<file path="src/rtl/cbts_pkg.sv">
// Shared types, widths and constants for the CAN bit timing search block.
package cbts_pkg;

    localparam int W_CLK  = 27;
    localparam int W_RATE = 20;
    localparam int W_PSC  = 10;
    localparam int W_SEG  = 4;
    localparam int W_Q    = 5;
    localparam int W_WORD = 32;
    localparam int W_CNT  = 5;
    localparam int W_ADDR = 3;

    localparam logic [W_CNT-1:0]  DIV_STEPS     = 5'd27;
    localparam logic [W_PSC-1:0]  MAX_PRESCALER = 10'd1023;
    localparam logic [W_CLK-1:0]  MIN_QUANTA    = 27'd5;
    localparam logic [W_CLK-1:0]  MAX_QUANTA    = 27'd16;
    localparam logic [W_CLK-1:0]  CLOCK_RESET   = 27'd36000000;
    localparam logic [W_WORD-1:0] BRP_MASK      = 32'h0000_03ff;
    localparam logic [W_WORD-1:0] SEG_MASK      = 32'h007f_0000;
    localparam int                SEG1_SHIFT    = 16;
    localparam int                SEG2_SHIFT    = 20;

    localparam logic [W_ADDR-1:0] REG_CLOCK     = 3'd0;

    typedef enum logic [2:0] {
        S_IDLE,
        S_DIV1,
        S_DIV2,
        S_FINISH
    } t_state;

    typedef struct packed {
        logic             start;
        logic [W_CLK-1:0] dividend;
        logic [W_CLK-1:0] divisor;
    } t_div_req;

    typedef struct packed {
        logic             done;
        logic [W_CLK-1:0] quotient;
        logic [W_CLK-1:0] remainder;
    } t_div_rsp;

endpackage

</file>
<file path="src/rtl/cbts_div.sv">
// Shared restoring divider, one quotient bit per cycle.
module cbts_div (
    input  logic              i_clk,
    input  logic              i_rst_n,
    input  cbts_pkg::t_div_req i_req,
    output cbts_pkg::t_div_rsp o_rsp
);
    import cbts_pkg::*;

    logic             r_busy;
    logic             r_done;
    logic [W_CNT-1:0] r_cnt;
    logic [W_CLK-1:0] r_rem;
    logic [W_CLK-1:0] r_quo;
    logic [W_CLK-1:0] r_dvs;

    logic [W_CLK:0]   w_shift;
    logic [W_CLK:0]   w_diff;

    assign w_shift = {r_rem, r_quo[W_CLK-1]};
    assign w_diff  = w_shift - {1'b0, r_dvs};

    always_ff @(posedge i_clk) begin
        if (!i_rst_n) begin
            r_busy <= 1'b0;
            r_done <= 1'b0;
            r_cnt  <= '0;
        end else begin
            r_done <= 1'b0;
            if (i_req.start) begin
                r_busy <= 1'b1;
                r_cnt  <= DIV_STEPS;
            end else if (r_busy) begin
                r_cnt <= r_cnt - 1'b1;
                if (r_cnt == 5'd1) begin
                    r_busy <= 1'b0;
                    r_done <= 1'b1;
                end
            end
        end
    end

    always_ff @(posedge i_clk) begin
        if (i_req.start) begin
            r_rem <= '0;
            r_quo <= i_req.dividend;
            r_dvs <= i_req.divisor;
        end else if (r_busy) begin
            // keep the trial difference when it did not go negative
            if (!w_diff[W_CLK]) begin
                r_rem <= w_diff[W_CLK-1:0];
                r_quo <= {r_quo[W_CLK-2:0], 1'b1};
            end else begin
                r_rem <= w_shift[W_CLK-1:0];
                r_quo <= {r_quo[W_CLK-2:0], 1'b0};
            end
        end
    end

    assign o_rsp.done      = r_done;
    assign o_rsp.quotient  = r_quo;
    assign o_rsp.remainder = r_rem;

endmodule

</file>
<file path="src/rtl/can_bit_timing_search_core.sv">
// CAN bit timing search top level: sequencer, config port and result register.
//
// Usage:
//  - Input channel (i_in_valid / o_in_stall) carries one word: the requested
//    bit rate and the apply flag. A word is taken when valid is high and
//    stall is low; stall stays high while a search runs.
//  - Output channel (o_out_valid / i_out_stall) returns one result word per
//    input word, held in an output register until the receiver takes it.
//  - The APB port holds the peripheral clock in hertz at address 0; write it
//    only while no search is in flight. pready is always high.
//  - Each prescaler tried costs two passes through the shared 27-step
//    divider (clock / P, then that / rate). The search walks P = 1 upward
//    and stops on the first hit, or at P = 1023 when nothing fits. A zero
//    rate skips the divider and goes straight to the failed result.
//  - The result stays in the output register while i_out_stall is high; a
//    new search may start meanwhile and waits at its end for the register.
//  - Reset (synchronous, active low) loads the clock register with 36 MHz,
//    clears the timing word and drops the output valid.
module can_bit_timing_search_core (
    input  logic                         i_clk,
    input  logic                         i_rst_n,
    // input channel
    input  logic                         i_in_valid,
    output logic                         o_in_stall,
    input  logic [cbts_pkg::W_RATE-1:0]  i_requested_rate,
    input  logic                         i_apply_setting,
    // output channel
    output logic                         o_out_valid,
    input  logic                         i_out_stall,
    output logic                         o_found,
    output logic [cbts_pkg::W_RATE-1:0]  o_achieved_rate,
    output logic [cbts_pkg::W_PSC-1:0]   o_prescaler,
    output logic [cbts_pkg::W_SEG-1:0]   o_segment_one,
    output logic [cbts_pkg::W_SEG-1:0]   o_segment_two,
    output logic [cbts_pkg::W_WORD-1:0]  o_timing_word,
    // configuration
    input  logic                         psel,
    input  logic                         penable,
    input  logic                         pwrite,
    input  logic [cbts_pkg::W_ADDR-1:0]  paddr,
    input  logic [31:0]                  pwdata,
    output logic [31:0]                  prdata,
    output logic                         pready
);
    import cbts_pkg::*;

    t_state r_state, n_state;

    logic [W_CLK-1:0]  r_clock;
    logic [W_WORD-1:0] r_timing;
    logic [W_RATE-1:0] r_rate;
    logic              r_apply;
    logic [W_PSC-1:0]  r_psc;
    logic [W_Q-1:0]    r_quanta;
    logic              r_ok;

    logic              r_out_valid;
    logic              r_out_found;
    logic [W_RATE-1:0] r_out_rate;
    logic [W_PSC-1:0]  r_out_psc;
    logic [W_SEG-1:0]  r_out_seg1;
    logic [W_SEG-1:0]  r_out_seg2;
    logic [W_WORD-1:0] r_out_word;

    t_div_req w_req;
    t_div_rsp w_rsp;

    logic              w_accept;
    logic              w_hit;
    logic              w_last;
    logic              w_out_free;
    logic              w_load;
    logic [W_PSC-1:0]  w_psc_inc;
    logic [W_SEG-1:0]  w_seg1;
    logic [W_SEG-1:0]  w_seg2;
    logic [W_WORD-1:0] w_word_new;

    cbts_div u_div (
        .i_clk   (i_clk),
        .i_rst_n (i_rst_n),
        .i_req   (w_req),
        .o_rsp   (w_rsp)
    );

    // ---------------- config port ----------------
    assign pready = 1'b1;
    assign prdata = (paddr[W_ADDR-1] == REG_CLOCK[W_ADDR-1])
                  ? {{(32-W_CLK){1'b0}}, r_clock} : 32'd0;

    always_ff @(posedge i_clk) begin
        if (!i_rst_n) begin
            r_clock <= CLOCK_RESET;
        end else if (psel && penable && pwrite && pready
                     && paddr[W_ADDR-1] == REG_CLOCK[W_ADDR-1]) begin
            r_clock <= pwdata[W_CLK-1:0];
        end
    end

    // ---------------- search checks ----------------
    assign w_accept   = i_in_valid && !o_in_stall;
    // quotient of the second pass is Q; (clk/P)/Q == rate exactly when the
    // remainder of (clk/P)/rate is below Q
    assign w_hit      = (w_rsp.quotient >= MIN_QUANTA) && (w_rsp.quotient <= MAX_QUANTA)
                      && (w_rsp.remainder < w_rsp.quotient);
    assign w_last     = (r_psc == MAX_PRESCALER);
    assign w_psc_inc  = r_psc + 1'b1;
    assign w_out_free = !r_out_valid || !i_out_stall;

    // segment split: seg2 = (Q-1)/2 never reaches the cap of 8 for Q <= 16
    assign w_seg2 = W_SEG'((r_quanta - 1'b1) >> 1);
    assign w_seg1 = W_SEG'(r_quanta - 1'b1) - w_seg2;

    assign w_word_new = (r_timing & ~(BRP_MASK | SEG_MASK))
                      | {{(W_WORD-W_PSC){1'b0}}, r_psc - 1'b1}
                      | ({{(W_WORD-W_SEG){1'b0}}, w_seg1 - 1'b1} << SEG1_SHIFT)
                      | ({{(W_WORD-3){1'b0}}, w_seg2[2:0] - 3'd1} << SEG2_SHIFT);

    // ---------------- next state ----------------
    always_comb begin
        n_state = r_state;
        case (r_state)
            S_IDLE: begin
                if (w_accept) begin
                    n_state = (i_requested_rate == '0) ? S_FINISH : S_DIV1;
                end
            end
            S_DIV1: begin
                if (w_rsp.done) n_state = S_DIV2;
            end
            S_DIV2: begin
                if (w_rsp.done) begin
                    n_state = (w_hit || w_last) ? S_FINISH : S_DIV1;
                end
            end
            S_FINISH: begin
                if (w_out_free) n_state = S_IDLE;
            end
            default: n_state = S_IDLE;
        endcase
    end

    // ---------------- sequencer outputs ----------------
    always_comb begin
        w_req.start    = 1'b0;
        w_req.dividend = r_clock;
        w_req.divisor  = {{(W_CLK-W_PSC){1'b0}}, w_psc_inc};
        w_load         = 1'b0;
        o_in_stall     = 1'b1;
        case (r_state)
            S_IDLE: begin
                o_in_stall     = 1'b0;
                w_req.start    = w_accept && (i_requested_rate != '0);
                w_req.dividend = r_clock;
                w_req.divisor  = {{(W_CLK-1){1'b0}}, 1'b1};
            end
            S_DIV1: begin
                w_req.start    = w_rsp.done;
                w_req.dividend = w_rsp.quotient;
                w_req.divisor  = {{(W_CLK-W_RATE){1'b0}}, r_rate};
            end
            S_DIV2: begin
                w_req.start    = w_rsp.done && !w_hit && !w_last;
                w_req.dividend = r_clock;
                w_req.divisor  = {{(W_CLK-W_PSC){1'b0}}, w_psc_inc};
            end
            S_FINISH: begin
                w_load = w_out_free;
            end
            default: begin
                w_load = 1'b0;
            end
        endcase
    end

    // ---------------- control registers ----------------
    always_ff @(posedge i_clk) begin
        if (!i_rst_n) begin
            r_state     <= S_IDLE;
            r_timing    <= '0;
            r_out_valid <= 1'b0;
            r_ok        <= 1'b0;
        end else begin
            r_state <= n_state;
            if (w_accept) r_ok <= 1'b0;
            if (r_state == S_DIV2 && w_rsp.done && w_hit) r_ok <= 1'b1;
            if (w_load && r_ok && r_apply) r_timing <= w_word_new;
            if (w_load) begin
                r_out_valid <= 1'b1;
            end else if (!i_out_stall) begin
                r_out_valid <= 1'b0;
            end
        end
    end

    // ---------------- search datapath ----------------
    always_ff @(posedge i_clk) begin
        if (w_accept) begin
            r_rate  <= i_requested_rate;
            r_apply <= i_apply_setting;
            r_psc   <= {{(W_PSC-1){1'b0}}, 1'b1};
        end
        if (r_state == S_DIV2 && w_rsp.done) begin
            r_quanta <= w_rsp.quotient[W_Q-1:0];
            if (!w_hit && !w_last) r_psc <= w_psc_inc;
        end
    end

    // ---------------- result register ----------------
    always_ff @(posedge i_clk) begin
        if (w_load) begin
            r_out_found <= r_ok;
            r_out_rate  <= r_ok ? r_rate : '0;
            r_out_psc   <= r_ok ? r_psc : '0;
            r_out_seg1  <= r_ok ? w_seg1 : '0;
            r_out_seg2  <= r_ok ? w_seg2 : '0;
            r_out_word  <= (r_ok && r_apply) ? w_word_new : r_timing;
        end
    end

    assign o_out_valid     = r_out_valid;
    assign o_found         = r_out_found;
    assign o_achieved_rate = r_out_rate;
    assign o_prescaler     = r_out_psc;
    assign o_segment_one   = r_out_seg1;
    assign o_segment_two   = r_out_seg2;
    assign o_timing_word   = r_out_word;

    // ---------------- assertions ----------------
    a_div_done_in_search: assert property (@(posedge i_clk) disable iff (!i_rst_n)
        w_rsp.done |-> (r_state == S_DIV1 || r_state == S_DIV2))
        else $error("divider finished outside a search");

    a_found_fields: assert property (@(posedge i_clk) disable iff (!i_rst_n)
        (o_out_valid && o_found) |-> (o_prescaler != '0 && o_achieved_rate != '0
            && o_segment_one >= o_segment_two && o_segment_two >= 4'd2))
        else $error("found result with bad prescaler or segments");

    a_fail_fields: assert property (@(posedge i_clk) disable iff (!i_rst_n)
        (o_out_valid && !o_found) |-> (o_prescaler == '0 && o_achieved_rate == '0
            && o_segment_one == '0 && o_segment_two == '0))
        else $error("failed result carries nonzero fields");

    a_timing_change: assert property (@(posedge i_clk) disable iff (!i_rst_n)
        !$stable(r_timing) |-> $past(w_load))
        else $error("timing word changed outside a result load");

    a_load_no_overrun: assert property (@(posedge i_clk) disable iff (!i_rst_n)
        (o_out_valid && i_out_stall) |=> $stable(o_timing_word) && $stable(o_found))
        else $error("stalled result overwritten");

endmodule

</file>
<file path="config.mk">
export PLATFORM = sky130hd
export DESIGN_NAME = can_bit_timing_search_core
export DESIGN_NICKNAME = d
export VERILOG_FILES = /design/src/rtl/cbts_pkg.sv /design/src/rtl/cbts_div.sv /design/src/rtl/can_bit_timing_search_core.sv
export SDC_FILE = /design/constraint.sdc
export NUM_CORES = 1
export LEC_CHECK = 0
export ABC_AREA = 1
export BUFFER_PORTS_ARGS = -buffer_cell sky130_fd_sc_hd__buf_2
export CELL_PAD_IN_SITES_DETAIL_PLACEMENT = 1
export CELL_PAD_IN_SITES_GLOBAL_PLACEMENT = 1
export CORE_UTILIZATION = 43
export DETAILED_ROUTE_END_ITERATION = 8
export PLACE_DENSITY_LB_ADDON = 0.05
export SLEW_MARGIN = 25
export SYNTH_ARGS = -nofsm -noshare
export SYNTH_HDL_FRONTEND = slang
export SYNTH_SLANG_ARGS = --single-unit
</file>
<file path="constraint.sdc">
create_clock -name i_clk -period 3.05 [get_ports i_clk]
set_input_delay 0.4575 -clock i_clk [delete_from_list [all_inputs] [get_ports i_clk]]
set_output_delay 0.4575 -clock i_clk [all_outputs]
set_load 0.01 [all_outputs]
</file>
==> impl_results.md <==
- Critical Path Start: u_div.r_quo[26]
- Final net count: 1752
- Hold path start: i_requested_rate[4]
- Post-route setup TNS: 0 ns
- Fin crit period: 2.79 ns
- Core area: 27800 um2
- Detailed Routing Iterations Pass 1: 4
- Max-cap viol count: 0
- DRC viols: 0
- Reg2Reg Launch Point: u_div.r_quo[26]
- Crit end category: register
- Achievable Freq: 359 MHz
- I/O pin count: 169
- Post-Syn Instances: 1491
- Largest net degree at the start of global routing: 47
- CP Launch Type: register
- CP arrival: 3.27 ns
- Status: finished clean
- Crit Path Max Fanout: 4
- Top-count cell post-synth: nand2_1
- Setup Viol. Count Final: 0
- Yosys warning count: 0
- CP Class: reg2reg
- RSZ-0062 raised after global routing: false
- EDFF count, synth: 129
- VDD IR-drop max: 0.000441 V
- Finished Cell Area: 14100 um2
- TritonCTS buffer count: 27
- Via count of the routed design: 10100
- Inst Count DP: 1979
- Measured slew at the worst slew-check pin: 0.721 ns
- Post-layout util: 50.7%
- Wire length per cell: 16.1 um
- Pwr/cell area: 788 nW/um2
- Root Buffer: clkbuf_16
- Synth area leaders: edfxtp_1, dfxtp_1, nand2_1
- Final Non-Filler Cells: 2029
- CP Data Required Time: 3.53 ns
- Post-DP Area: 13200 um2
- Period utilization: 91.4%
- CTS Hold Bufs: 0
- Synth Cell Area: 12100 um2
- Final wirelength: 32700 um
- Ys async rst share: 0%
- Clock Latency Late Sink: 0.56 ns
- Num rows: 61
- Max Clock Skew: 0.0232 ns
- Clk slew on worst S/H paths: 0.06 ns
- Final hold violation count: 0
- Post-synth top area cell: edfxtp_1
- Worst hold margin: 0.0909 ns
- Initial Utilization: 43.7%
- Number of global-route vias before repair: 10300
- Relative slew slack: 51.9%
- H-tree depth: 1
- Worst hold path class: in2reg
- Initial antenna violation count: 0
- Synth Register Bits: 221
- Initial DRC Count: 435
- CTS sink count: 221
- Final Max Tran Viols: 0
- Gr usage total: 23.1%
- Via density: 4.96
- Global-route wire length before repair: 53300 um
- Synth top area share: 31.9%
- Sequential element share of the synthesized area: 47.1%
- Mean Syn Cell Area: 8.14 um2
- PostCTS Resize Cnt: 0
- Routability cong.: 0.879
- Die span in x: 170 um
- Post-route antenna net violation count: 0
- # port buffers: 140
- Leak: 6.71 nW
- Die ar.: 28900 um2
- Longest Clk Path Bufs: 3
- Layout cells sized above 1: 15.8%
- Setup Buffers After CTS: 0
- Placed wire-length estimate: 25000 um
- Diode count: 0
- Synth top cells by count: nand2_1, inv_1, nor2_1
- Synth Flop Type: edfxtp_1
- Die H: 170 um
- CTS tree: yes
- P&R area growth vs syn: 16.1%
- GR Overflow Total: 0
- Distinct cells, synth: 50
critical path: stages (launching register included):
cell	delay, ns
edfxtp_1	0.39
inv_1	0.12
ha_1	0.23
fa_1	0.42
inv_1	0.13
nand2_1	0.08
o21bai_1	0.30
nand2_1	0.09
nand2_1	0.17
nand3_1	0.11
nand2_1	0.08
nor2_1	0.04
o21ai_0	0.34
nand2_1	0.11
o21ai_1	0.13
through the flow:
step | setup slack [ns] | power, mW
6_report | 0.262 | 11.1
5_1_grt | 0.0532 | 11.9
4_1_cts | 0.260 | 11.2
3_5_place_dp | 0.297 | 7.85
3_3_place_gp | 0.365 | 7.74
2_1_floorplan | 0.240 | 6.74
final cells by class:
type,count,area (um2)
clock buffer,27,676
clock inverter,23,255
fill,3459,13700
inverter,248,936
multi-input combinational,971,5140
sequential,221,5720
tap,378,473
timing repair buffer,161,896
state kept, by name, indices dropped and copies added (netlist names), 17 cells and up:
signal	count
r_rate	20
r_clock	27
u_div.r_rem	27
u_div.r_quo	27
o_achieved_rate	20
u_div.r_dvs	20
r_timing	17
o_timing_word	17
logic make-up (layout without fill, tap and decap cells):
group / after synthesis / count (layout) / synth area share (%)
and+or+nand+nor: 608 / 608 / 21.4
xor gates and xnor gates: 36 / 36 / 2.66
adders and majority gates: 59 / 59 / 6.21
buffers and inverters: 318 / 459 / 11.1
AOI/OAI and AO/OA: 247 / 247 / 11.4
DFF: 221 / 221 / 47.1
other: 2 / 21 / 0.0619
placed cells by master, fill, tap and decap left out, drive strengths merged, types with 9 or more instances in the layout:
master  synthesis  layout
edfxtp        129     129
xor2           23      23
xnor2          13      13
nor2          138     138
clkinv          1      12
dfxtp          92      92
o21ai         149     149
a21oi          75      75
clkbuf         27      27
nor3            9       9
ha             57      57
buf            43     161
nand2         359     359
conb            2      21
nand3          55      55
nand4          36      36
inv           247     253
power breakdown:
part	internal [mW]	switching, mW	leakage, nW	total, mW
clock network	1.92	1.39	0.453	3.31
logic	1.33	2.49	4.29	3.83
registers	3.61	0.369	1.97	3.98
final timing paths:
kind | to | slack, ns | cells past startpoint
max | u_div.r_rem[16] | 0.26 | 14
max reg2reg | u_div.r_rem[16] | 0.26 | 14
min | r_rate[4] | 0.09 | 1
min reg2reg | r_timing[21] | 0.46 | 2
per-layer routing:
layer / routed length, um / vias up / GRT usage (%) / share of wire [%]
li1: - / 5072 / - / -
met1: 15600 / 4731 / 31.5 / 48
met2: 15000 / 203 / 38.8 / 46
met3: 1300 / 51 / 2.81 / 4.0
met4: 733 / 0 / 5.84 / 2.2
met5: 0 / - / 0 / 0
Note: power is estimated with default switching activity, not from simulation.
